--- config.mk ---
export PLATFORM = sky130hd
export DESIGN_NAME = gyro_bias_calibrator_top
export DESIGN_NICKNAME = d
export VERILOG_FILES = /design/src/hw/rtl/gbc_pkg.sv /design/src/hw/rtl/gbc_div.sv /design/src/hw/rtl/gbc_ctrl.sv /design/src/hw/rtl/gbc_datapath.sv /design/src/hw/rtl/gyro_bias_calibrator_top.sv
export SDC_FILE = /design/constraint.sdc
export NUM_CORES = 2
export LEC_CHECK = 0
export BUFFER_PORTS_ARGS = -buffer_cell sky130_fd_sc_hd__buf_2
export CAP_MARGIN = 25
export CORE_MARGIN = 8
export CORE_UTILIZATION = 55
export DETAILED_ROUTE_END_ITERATION = 7
export GPL_ROUTABILITY_DRIVEN = 0
export GPL_TIMING_DRIVEN = 0
export MAX_ROUTING_LAYER = met4
export PLACE_DENSITY = 0.68
export SYNTH_ARGS = -nofsm -noshare
export SYNTH_HDL_FRONTEND = slang
export SYNTH_SLANG_ARGS = --single-unit
--- constraint.sdc ---
create_clock -name clk_i -period 8.8 [get_ports clk_i]
set_clock_uncertainty 0.05 [all_clocks]
set_input_delay 1.76 -clock clk_i [delete_from_list [all_inputs] [get_ports clk_i]]
set_output_delay 1.76 -clock clk_i [all_outputs]
set_load 0.02 [all_outputs]
--- src/hw/rtl/gbc_pkg.sv ---
// ----------------------------------------------------------------------------
// gbc_pkg: shared types and constants of the gyro bias calibrator
// Request codes, register indexes, controller-datapath structs and saturation.
// ----------------------------------------------------------------------------
package gbc_pkg;

  localparam logic [1:0] REQ_SAMPLE  = 2'd0;
  localparam logic [1:0] REQ_FORCE   = 2'd1;
  localparam logic [1:0] REQ_RESTART = 2'd2;

  localparam logic [1:0] CFG_INIT_SAMPLES    = 2'd0;
  localparam logic [1:0] CFG_STILL_SAMPLES   = 2'd1;
  localparam logic [1:0] CFG_STILL_THRESHOLD = 2'd2;
  localparam logic [1:0] CFG_EMA_ALPHA       = 2'd3;

  localparam logic [15:0] INIT_SAMPLES_RST    = 16'd400;
  localparam logic [15:0] STILL_SAMPLES_RST   = 16'd50;
  localparam logic [30:0] STILL_THRESHOLD_RST = 31'd32768;
  localparam logic [16:0] EMA_ALPHA_RST       = 17'd655;

  localparam int unsigned DIV_STEPS = 48;
  localparam int unsigned DIV_CNT_W = $clog2(DIV_STEPS);

  typedef struct packed {
    logic capture;
    logic accum;
    logic clear;
    logic set_running;
    logic diff_load;
    logic still_inc;
    logic still_clear;
    logic mul_load;
    logic ema_apply;
    logic div_start;
    logic bias_from_div;
    logic out_load;
  } gbc_cmd_t;

  typedef struct packed {
    logic [1:0] req;
    logic       running;
    logic       init_done;
    logic       has_samples;
    logic       is_still;
    logic       still_done;
    logic       div_done;
  } gbc_sts_t;

  function automatic logic [31:0] sat32(input logic [35:0] v);
    logic [31:0] r;
    if (v[35:31] != {5{v[35]}}) begin
      r = v[35] ? 32'h8000_0000 : 32'h7FFF_FFFF;
    end else begin
      r = v[31:0];
    end
    return r;
  endfunction

endpackage

--- src/hw/rtl/gbc_div.sv ---
// ----------------------------------------------------------------------------
// gbc_div: serial signed-by-unsigned divider
// Restoring division of a 48-bit signed sum by a 16-bit count, one quotient
// bit per cycle, with the quotient truncated toward zero.
// ----------------------------------------------------------------------------
module gbc_div (
  input  logic               clk_i,
  input  logic               rst_ni,
  input  logic               start_i,
  input  logic signed [47:0] dividend_i,
  input  logic [15:0]        divisor_i,
  output logic               done_o,
  output logic signed [31:0] quotient_o
);

  logic                           busy_q, busy_d;
  logic                           done_q, done_d;
  logic [gbc_pkg::DIV_CNT_W-1:0]  cnt_q, cnt_d;
  logic                           neg_q, neg_d;
  logic [16:0]                    rem_q, rem_d;
  logic [47:0]                    quo_q, quo_d;
  logic [15:0]                    dvs_q, dvs_d;
  logic [16:0]                    rem_shift;
  logic                           last;
  logic [31:0]                    mag32;

  assign rem_shift = {rem_q[15:0], quo_q[47]};
  assign last      = (cnt_q == gbc_pkg::DIV_CNT_W'(gbc_pkg::DIV_STEPS - 1));

  always_comb begin
    busy_d = busy_q;
    done_d = 1'b0;
    cnt_d  = cnt_q;
    neg_d  = neg_q;
    rem_d  = rem_q;
    quo_d  = quo_q;
    dvs_d  = dvs_q;
    if (start_i) begin
      busy_d = 1'b1;
      cnt_d  = '0;
      neg_d  = dividend_i[47];
      rem_d  = '0;
      quo_d  = dividend_i[47] ? 48'(-dividend_i) : dividend_i;
      dvs_d  = divisor_i;
    end else if (busy_q) begin
      if (rem_shift >= {1'b0, dvs_q}) begin
        rem_d = rem_shift - {1'b0, dvs_q};
        quo_d = {quo_q[46:0], 1'b1};
      end else begin
        rem_d = rem_shift;
        quo_d = {quo_q[46:0], 1'b0};
      end
      cnt_d = cnt_q + 1'b1;
      if (last) begin
        busy_d = 1'b0;
        done_d = 1'b1;
      end
    end
  end

  always_ff @(posedge clk_i or negedge rst_ni) begin
    if (!rst_ni) begin
      busy_q <= 1'b0;
      done_q <= 1'b0;
      cnt_q  <= '0;
    end else begin
      busy_q <= busy_d;
      done_q <= done_d;
      cnt_q  <= cnt_d;
    end
  end

  always_ff @(posedge clk_i) begin
    neg_q <= neg_d;
    rem_q <= rem_d;
    quo_q <= quo_d;
    dvs_q <= dvs_d;
  end

  assign mag32      = quo_q[31:0];
  assign done_o     = done_q;
  assign quotient_o = neg_q ? -mag32 : mag32;

endmodule

--- src/hw/rtl/gbc_ctrl.sv ---
// ----------------------------------------------------------------------------
// gbc_ctrl: calibrator controller
// Sequences one request through the datapath and owns the output valid flag.
// ----------------------------------------------------------------------------
module gbc_ctrl (
  input  logic              clk_i,
  input  logic              rst_ni,
  input  logic              in_valid_i,
  output logic              in_ready_o,
  output logic              out_valid_o,
  input  logic              out_ready_i,
  input  gbc_pkg::gbc_sts_t sts_i,
  output gbc_pkg::gbc_cmd_t cmd_o
);

  localparam logic [2:0] S_IDLE = 3'd0;
  localparam logic [2:0] S_EVAL = 3'd1;
  localparam logic [2:0] S_CHK  = 3'd2;
  localparam logic [2:0] S_EMA  = 3'd3;
  localparam logic [2:0] S_DGO  = 3'd4;
  localparam logic [2:0] S_DIV  = 3'd5;
  localparam logic [2:0] S_OUT  = 3'd6;

  logic [2:0] state_q, state_d;
  logic       out_valid_q, out_valid_d;
  logic       out_free;

  assign out_free = !out_valid_q || out_ready_i;

  always_comb begin
    state_d    = state_q;
    cmd_o      = '0;
    in_ready_o = 1'b0;
    unique case (state_q)
      S_IDLE: begin
        in_ready_o = 1'b1;
        if (in_valid_i) begin
          cmd_o.capture = 1'b1;
          state_d       = S_EVAL;
        end
      end
      S_EVAL: begin
        state_d = S_OUT;
        unique case (sts_i.req)
          gbc_pkg::REQ_SAMPLE: begin
            if (!sts_i.running) begin
              cmd_o.accum = 1'b1;
              if (sts_i.init_done) begin
                state_d = S_DGO;
              end
            end else begin
              cmd_o.diff_load = 1'b1;
              state_d         = S_CHK;
            end
          end
          gbc_pkg::REQ_FORCE: begin
            if (!sts_i.running) begin
              if (sts_i.has_samples) begin
                state_d = S_DGO;
              end else begin
                cmd_o.set_running = 1'b1;
              end
            end
          end
          gbc_pkg::REQ_RESTART: begin
            cmd_o.clear = 1'b1;
          end
          default: begin
            state_d = S_OUT;
          end
        endcase
      end
      S_CHK: begin
        state_d = S_OUT;
        if (sts_i.is_still) begin
          cmd_o.still_inc = 1'b1;
          if (sts_i.still_done) begin
            cmd_o.mul_load = 1'b1;
            state_d        = S_EMA;
          end
        end else begin
          cmd_o.still_clear = 1'b1;
        end
      end
      S_EMA: begin
        cmd_o.ema_apply = 1'b1;
        state_d         = S_OUT;
      end
      S_DGO: begin
        cmd_o.div_start = 1'b1;
        state_d         = S_DIV;
      end
      S_DIV: begin
        if (sts_i.div_done) begin
          cmd_o.bias_from_div = 1'b1;
          cmd_o.set_running   = 1'b1;
          state_d             = S_OUT;
        end
      end
      S_OUT: begin
        if (out_free) begin
          cmd_o.out_load = 1'b1;
          state_d        = S_IDLE;
        end
      end
      default: begin
        state_d = S_IDLE;
      end
    endcase
  end

  always_comb begin
    out_valid_d = out_valid_q;
    if (cmd_o.out_load) begin
      out_valid_d = 1'b1;
    end else if (out_ready_i) begin
      out_valid_d = 1'b0;
    end
  end

  always_ff @(posedge clk_i or negedge rst_ni) begin
    if (!rst_ni) begin
      state_q     <= S_IDLE;
      out_valid_q <= 1'b0;
    end else begin
      state_q     <= state_d;
      out_valid_q <= out_valid_d;
    end
  end

  assign out_valid_o = out_valid_q;

endmodule

--- src/hw/rtl/gbc_datapath.sv ---
// ----------------------------------------------------------------------------
// gbc_datapath: calibrator datapath
// Holds the registers, the bias state, the stillness test, the EMA multiplier,
// the averaging divider and the output registers.
// ----------------------------------------------------------------------------
module gbc_datapath (
  input  logic              clk_i,
  input  logic              rst_ni,
  input  logic              cfg_we_i,
  input  logic [1:0]        cfg_idx_i,
  input  logic [30:0]       cfg_data_i,
  input  logic [1:0]        req_type_i,
  input  logic [31:0]       raw_rate_i,
  input  gbc_pkg::gbc_cmd_t cmd_i,
  output gbc_pkg::gbc_sts_t sts_o,
  output logic [31:0]       bias_value_o,
  output logic [31:0]       corrected_rate_o,
  output logic              is_calibrated_o
);

  logic [15:0]        init_samples_q;
  logic [15:0]        still_samples_q;
  logic [30:0]        still_threshold_q;
  logic [16:0]        ema_alpha_q;

  logic signed [31:0] bias_q, bias_d;
  logic signed [47:0] sum_q, sum_d;
  logic [15:0]        count_q, count_d;
  logic [15:0]        still_q, still_d;
  logic               running_q, running_d;

  logic [1:0]         req_q;
  logic signed [31:0] raw_q;
  logic signed [32:0] diff_q;
  logic signed [50:0] prod_q;
  logic [31:0]        bias_out_q;
  logic [31:0]        corr_out_q;
  logic               cal_out_q;

  logic [15:0]        count_inc;
  logic [15:0]        still_inc;
  logic [32:0]        diff_mag;
  logic signed [17:0] alpha_s;
  logic signed [50:0] prod_full;
  logic signed [34:0] step_floor;
  logic [35:0]        ema_sum;
  logic [35:0]        corr_wide;
  logic               div_done;
  logic signed [31:0] div_quo;

  gbc_div u_div (
    .clk_i      (clk_i),
    .rst_ni     (rst_ni),
    .start_i    (cmd_i.div_start),
    .dividend_i (sum_q),
    .divisor_i  (count_q),
    .done_o     (div_done),
    .quotient_o (div_quo)
  );

  always_ff @(posedge clk_i or negedge rst_ni) begin
    if (!rst_ni) begin
      init_samples_q    <= gbc_pkg::INIT_SAMPLES_RST;
      still_samples_q   <= gbc_pkg::STILL_SAMPLES_RST;
      still_threshold_q <= gbc_pkg::STILL_THRESHOLD_RST;
      ema_alpha_q       <= gbc_pkg::EMA_ALPHA_RST;
    end else if (cfg_we_i) begin
      unique case (cfg_idx_i)
        gbc_pkg::CFG_INIT_SAMPLES:    init_samples_q    <= cfg_data_i[15:0];
        gbc_pkg::CFG_STILL_SAMPLES:   still_samples_q   <= cfg_data_i[15:0];
        gbc_pkg::CFG_STILL_THRESHOLD: still_threshold_q <= cfg_data_i;
        gbc_pkg::CFG_EMA_ALPHA:       ema_alpha_q       <= cfg_data_i[16:0];
        default: ;
      endcase
    end
  end

  assign count_inc  = (count_q == 16'hFFFF) ? count_q : count_q + 16'd1;
  assign still_inc  = (still_q == 16'hFFFF) ? still_q : still_q + 16'd1;
  assign diff_mag   = diff_q[32] ? 33'(-diff_q) : 33'(diff_q);
  assign alpha_s    = {1'b0, ema_alpha_q};
  assign prod_full  = alpha_s * diff_q;
  assign step_floor = prod_q[50:16];
  assign ema_sum    = 36'(bias_q) + 36'(step_floor);
  assign corr_wide  = 36'(raw_q) - 36'(bias_q);

  always_comb begin
    bias_d    = bias_q;
    sum_d     = sum_q;
    count_d   = count_q;
    still_d   = still_q;
    running_d = running_q;
    if (cmd_i.clear) begin
      bias_d    = '0;
      sum_d     = '0;
      count_d   = '0;
      still_d   = '0;
      running_d = 1'b0;
    end
    if (cmd_i.accum) begin
      sum_d   = sum_q + 48'(raw_q);
      count_d = count_inc;
    end
    if (cmd_i.set_running) begin
      running_d = 1'b1;
    end
    if (cmd_i.still_inc) begin
      still_d = still_inc;
    end
    if (cmd_i.still_clear) begin
      still_d = '0;
    end
    if (cmd_i.bias_from_div) begin
      bias_d = div_quo;
    end
    if (cmd_i.ema_apply) begin
      bias_d = gbc_pkg::sat32(ema_sum);
    end
  end

  always_ff @(posedge clk_i or negedge rst_ni) begin
    if (!rst_ni) begin
      bias_q    <= '0;
      sum_q     <= '0;
      count_q   <= '0;
      still_q   <= '0;
      running_q <= 1'b0;
    end else begin
      bias_q    <= bias_d;
      sum_q     <= sum_d;
      count_q   <= count_d;
      still_q   <= still_d;
      running_q <= running_d;
    end
  end

  always_ff @(posedge clk_i) begin
    if (cmd_i.capture) begin
      req_q <= req_type_i;
      raw_q <= raw_rate_i;
    end
    if (cmd_i.diff_load) begin
      diff_q <= 33'(raw_q) - 33'(bias_q);
    end
    if (cmd_i.mul_load) begin
      prod_q <= prod_full;
    end
    if (cmd_i.out_load) begin
      bias_out_q <= bias_q;
      corr_out_q <= gbc_pkg::sat32(corr_wide);
      cal_out_q  <= running_q;
    end
  end

  always_comb begin
    sts_o             = '0;
    sts_o.req         = req_q;
    sts_o.running     = running_q;
    sts_o.init_done   = (count_inc >= init_samples_q);
    sts_o.has_samples = (count_q != 16'd0);
    sts_o.is_still    = (diff_mag < {2'b00, still_threshold_q});
    sts_o.still_done  = (still_inc >= still_samples_q);
    sts_o.div_done    = div_done;
  end

  assign bias_value_o     = bias_out_q;
  assign corrected_rate_o = corr_out_q;
  assign is_calibrated_o  = cal_out_q;

endmodule

--- src/hw/rtl/gyro_bias_calibrator_top.sv ---
// ----------------------------------------------------------------------------
// gyro_bias_calibrator_top: zero-rate bias estimator for one gyro axis
// Each request (sample, force completion, restart) returns one result with
// the bias, the saturated corrected rate and the calibrated flag. A request
// passes idle, evaluate and output states; a running-phase sample adds a
// stillness check and, if the EMA update applies, an EMA state. A request
// ending the averaging phase waits on the 48-step serial divider that forms
// the average. One request is in work at a time; the next is accepted while
// the previous result still waits in the output register. The user must write
// registers through the plain write port only while idle; it is not enforced.
// ----------------------------------------------------------------------------
module gyro_bias_calibrator_top (
  input  logic        clk_i,
  input  logic        rst_ni,
  input  logic        cfg_we_i,
  input  logic [1:0]  cfg_idx_i,
  input  logic [30:0] cfg_data_i,
  input  logic        in_valid_i,
  output logic        in_ready_o,
  input  logic [1:0]  req_type_i,
  input  logic [31:0] raw_rate_i,
  output logic        out_valid_o,
  input  logic        out_ready_i,
  output logic [31:0] bias_value_o,
  output logic [31:0] corrected_rate_o,
  output logic        is_calibrated_o
);

  gbc_pkg::gbc_cmd_t cmd;
  gbc_pkg::gbc_sts_t sts;

  gbc_ctrl u_ctrl (
    .clk_i       (clk_i),
    .rst_ni      (rst_ni),
    .in_valid_i  (in_valid_i),
    .in_ready_o  (in_ready_o),
    .out_valid_o (out_valid_o),
    .out_ready_i (out_ready_i),
    .sts_i       (sts),
    .cmd_o       (cmd)
  );

  gbc_datapath u_datapath (
    .clk_i            (clk_i),
    .rst_ni           (rst_ni),
    .cfg_we_i         (cfg_we_i),
    .cfg_idx_i        (cfg_idx_i),
    .cfg_data_i       (cfg_data_i),
    .req_type_i       (req_type_i),
    .raw_rate_i       (raw_rate_i),
    .cmd_i            (cmd),
    .sts_o            (sts),
    .bias_value_o     (bias_value_o),
    .corrected_rate_o (corrected_rate_o),
    .is_calibrated_o  (is_calibrated_o)
  );

endmodule
* Word level (Yosys, flattened, before mapping)
Index checks and enable logic that the tools add are counted.
Word-level totals: input bits 72, register bits 469, output and inout bits 67
Operators by class: multiplexer cells 70, $lt $le $gt $ge 4, eq/ne operators 19, add/sub/neg operators 11, reduce and logical (&&, ||, !) cells 17, multiply operators 1
Operators with widths (count):
- 32-bit 2-to-1 mux | 8
- 48-bit 2-to-1 mux | 5
- 16-bit 2-to-1 mux | 7
- 32-bit by 32-bit subtractor with 33-bit output | 2
- 18-bit by 33-bit multiplier with 51-bit output | 1
- 48-bit by 32-bit adder with 48-bit output | 1
- 48-bit negation | 1
- 32-bit by 35-bit adder with 36-bit output | 1
- 33-bit by 31-bit < comparator with 1-bit output | 1
- 1-bit 2-to-1 mux | 33
- 33-bit 2-to-1 mux | 1
- 33-bit negation | 1
- 16-bit by 1-bit adder with 16-bit output (second input constant) | 2
- 16-bit == test (second input constant) | 2
- 16-bit greater-or-equal comparator | 2
- 32-bit negation | 1
- 3-bit 2-to-1 mux | 7
- 3-bit case mux with 7 select lines | 1
- 17-bit by 16-bit greater-or-equal comparator with 1-bit output | 1
- 16-bit nonzero test | 1
- 16-bit subtractor | 1
- 6-bit 2-to-1 mux | 2
- 3-bit == test (second input constant) | 3
- 2-bit 2-to-1 mux | 4
- other kinds (19) | 33

* Logic depth before layout (Yosys ltp)
depth after elaboration 8, mapped depth 27, mapped depth without buffers 25

* Modules after synthesis
Synthesis repeated with hierarchy kept, for this count alone.
Unflattened totals: cell total of the unflattened synthesis 5044, area total of the unflattened synthesis 47737.0 sq um
Modules (own cells, without submodules):
- gbc_datapath | instances 1, cells an instance 4311, area each 41128.2 sq um
- gbc_div | instances 1, cells an instance 684, area each 6211.0 sq um
- gbc_ctrl | instances 1, cells an instance 49, area each 397.9 sq um

* Worst setup path before layout
OpenSTA, ideal clock, no wires.
path type flip-flop to flip-flop, from reg u_datapath.diff_q[12], to reg u_datapath.prod_q[44] (data pin), arrival 6.416 ns, setup slack 2.076 ns, library setup time 0.258 ns, period minus slack after synthesis 6.724 ns, required time 8.492 ns, cell stages (with the launch flop) 24, cell sequence edfxtp_1 > clkbuf_1 > clkbuf_1 > nand2_1 > fa_1 > inv_1 > fa_1 > fa_1 > fa_1 > fa_1 > inv_1 > fa_1 > inv_1 > ha_1 > a21o_1 > a21o_1 > a221o_1 > nor2_1 > a211oi_1 > nor2b_1 > o221ai_1 > o21a_1 > a21oi_1 > xnor2_1
Between the ends: word-level cells in the longest chain between the ends 1
RTL lines:
- start: declaration | RTL line gbc_datapath.sv:34 | logic signed [32:0] diff_q;
- start signal: assignment | RTL line gbc_datapath.sv:143 | diff_q <= 33'(raw_q) - 33'(bias_q);
- 18-bit by 33-bit multiplier with 51-bit output | RTL line gbc_datapath.sv:82 | assign prod_full = alpha_s * diff_q;
- net u_datapath.prod_full[44] | RTL line gbc_datapath.sv:44 | logic signed [50:0] prod_full;
- end signal: assignment | RTL line gbc_datapath.sv:146 | prod_q <= prod_full;
- end: declaration | RTL line gbc_datapath.sv:35 | logic signed [50:0] prod_q;
The timed path passes the listed nets, and every way through them passes these cells. A chain may end at the register's enable or synchronous reset.

* Worst setup path in the final report
from reg u_datapath.ema_alpha_q[14], to reg u_datapath.prod_q[44] (data pin)
Between the ends: word-level cells in the longest chain between the ends 1
RTL lines:
- start: declaration | RTL line gbc_datapath.sv:24 | logic [16:0] ema_alpha_q;
- start signal: assignment | RTL line gbc_datapath.sv:66 | ema_alpha_q <= gbc_pkg::EMA_ALPHA_RST;
- start signal: assignment | RTL line gbc_datapath.sv:72 | gbc_pkg::CFG_EMA_ALPHA: ema_alpha_q <= cfg_data_i[16:0];
- 18-bit by 33-bit multiplier with 51-bit output | RTL line gbc_datapath.sv:82
- net u_datapath.prod_full[44] | RTL line gbc_datapath.sv:44
The timed path passes the listed nets, and every way through them passes these cells.

==> results.txt <==
width of the die: 309 um
syn nets: 6012
RSZ-0062 raised after global routing: false
Critical Path RT: 9130 ps
Slew Limit Fails: 0
H-Tree Depth: 2
grt peak-use layer: met2
initial antenna violation count: 6
grt met1 use: 0.439
DRT Wirelength: 143000 um
Post-Synthesis Cells: 5086
number of flops mapped to enable cells by yosys: 232
DRC: 0
met2 usage: 0.442
Adder-Cell Fraction of Synth Area: 0.313
final worst path period need: 8400 ps
largest net degree at the start of global routing: 114
initial core utilization: 0.555
Worst Max-Slew Pin Slew: 1080 ps
Core ar.: 0.0853 mm^2
largest family of logic cells by synthesized area: adder cells
routing usage on met3: 0.0635
Hold-fix buffers, CTS: 0
vias in the first global route: 37800
Synth Area in Compound Gates: 0.119
count of final hold-check violations: 0
Overflow after GRT: 0
R2R setup slack: 400 ps
Tot GR Track Use: 0.310
Worst EP arrival: 8730 ps
#FFs+latches synth: 453
std cell rows: 107
root buffer cell: clkbuf_16
fin crit share: 0.955
clock buffer depth: 3
asr flop ratio synth: 0.453
Die Height: 309 um
Buffers on Ports: 138
Rel. slew slack: 0.283
Avg Vias per Cell: 5.89
Setup CP Type: reg2reg
multiplexer area fraction after synthesis: 0.0209
final net count: 6213
global-route wire length before repair: 222000 um
Syn. warnings: 0
Iter 0 DRT Violations: 3698
Seq/Total Area, Yosys: 0.263
Post-Syn Area: 0.0473 mm^2
most common cell after layout, fill and taps aside: inv_1
status: completed
Synth Area in XOR/XNOR: 0.0490
Main synth FF type: edfxtp_1
DR WL/cell: 22.1 um
DR vias: 38200
DRT Pass-1 Iters: 6
Max Clock Freq: 0.119 GHz
Final Setup Violations: 0
Reg clk slew, reported paths: 60 ps
reg2reg path depth: 23
TNS Setup: 0 ps
Die ar.: 0.0957 mm^2
Hold Crit Depth: 0
share of cells above drive strength 1: 0.0688
most frequent cells in the layout: inv_1, nand2_1, fa_1
syn avg cell area: 9.31 um^2
CP endpoint kind: flop
CTS Buf Count: 53
Hold/Removal Path Class: reg2reg
CTS tree: yes
Setup crit start kind: flop
Final ANT Viol Nets: 0
worst-skew pair later-pin latency: 640 ps
synth unique cells: 88
Max Cap Violations: 0
DP HPWL: 114000 um
synth-to-layout area growth: 8.72%
worst-path fanout max: 10
simple-gate share of the synthesized area: 0.152
io pins: 139
clock sinks: 453
Yosys cell counts (all sizes together), types with 45 or more instances:
library cell	number	share of area
nand3	88	0.0093
nand2	663	0.053
xnor2	152	0.028
and2	239	0.032
dfrtp	192	0.10
edfxtp	232	0.15
clkbuf	214	0.017
xor2	113	0.021
nor3	53	0.0057
o21ai	274	0.029
nor2	181	0.014
nand4	54	0.0071
a21o	77	0.012
inv	808	0.064
a21oi	189	0.020
o31ai	52	0.0084
o211ai	45	0.0071
ha	316	0.084
mux2	70	0.017
fa	538	0.23
final timing paths:
kind / start / end
max: u_datapath.ema_alpha_q[14]$_DFFE_PN0P_ / u_datapath.prod_q[44]$_DFFE_PP_
min: u_datapath.count_q[3]$_DFFE_PN0P_ / u_datapath.u_div.dvs_q[3]$_DFFE_PP_
max in group asynchronous: rst_ni / u_datapath.bias_q[30]$_DFFE_PN0P_
min reg2reg: u_datapath.count_q[3]$_DFFE_PN0P_ / u_datapath.u_div.dvs_q[3]$_DFFE_PP_
min in group asynchronous: rst_ni / u_datapath.still_samples_q[13]$_DFFE_PN0P_
max reg2reg: u_datapath.ema_alpha_q[14]$_DFFE_PN0P_ / u_datapath.prod_q[44]$_DFFE_PP_
sequential cells by signal, summed over array words and instances (netlist names), 16 cells and up:
name / count
u_datapath.ema_alpha_q: 17
u_datapath.raw_q: 32
u_datapath.count_q: 16
u_datapath.corrected_rate_o: 32
u_datapath.still_q: 16
u_datapath.still_samples_q: 16
u_datapath.u_div.quo_q: 48
u_datapath.bias_value_o: 32
u_datapath.prod_q: 35
u_datapath.u_div.rem_q: 16
u_datapath.sum_q: 48
u_datapath.still_threshold_q: 31
u_datapath.u_div.dvs_q: 16
u_datapath.bias_q: 32
u_datapath.init_samples_q: 16
u_datapath.diff_q: 33
worst max-delay path, stage by stage, from the launching register on:
cell	delay [ps]
dfrtp_1	320
clkbuf_1	360
clkdlybuf4s15_1	840
nand2_1	170
fa_1	570
inv_1	50
fa_1	490
fa_1	560
fa_1	590
fa_1	590
inv_1	60
fa_1	530
inv_1	40
ha_1	330
and3_1	190
and2_1	160
a221o_1	330
nor2_1	480
a211oi_1	160
nor2b_1	420
o221ai_1	320
o21a_1	280
a21oi_1	180
xnor2_1	90
final cells by class:
type	count	area, um^2
clock buffers	71	1490
fillers	7499	33800
inverters	808	3030
plain buffers	233	901
flip-flops and latches	453	12400
clock inverters	29	292
well taps	1144	1430
repair buffers	147	858
multi-input cells	3591	31000
diodes	7	17.5
logic make-up after synthesis:
kind of cell	count (synthesis)
AND/OR/NAND/NOR	1489
buffers and inverters	1042
AO/OA/AOI/OAI	883
adder cells (fa/ha/maj)	864
flip-flops	453
XOR/XNOR	265
multiplexers	90
per-layer routing:
metal	wire length, um	share of wire	vias to the layer above
met5	0	0	-
li1	-	-	17200
met2	60600	0.42	1799
met4	6060	0.042	0
met1	61800	0.43	18900
met3	14600	0.10	343
per-stage QoR:
stage                     setup slack [ps]   util  hold WS, ps  cell area (um^2)  instances
after detailed placement               360  0.582          384             49700       6377
after floorplan                       2080      -          373             47300       5086
after CTS                              339  0.603          398             51400       6477
after global placement                 174  0.580          382             49400       6368
final                                  400  0.603          396             51500       6483
after global routing                  45.0  0.603          427             51400       6481
repair_timing:
action	CTS	global route
buffers inserted	0	0
setup endpoints to repair	0	1
resized for setup	0	12
Power is left out: the tool's default activity adds up to more than one toggle a clock period on the data nets, which glitch-free logic cannot reach.
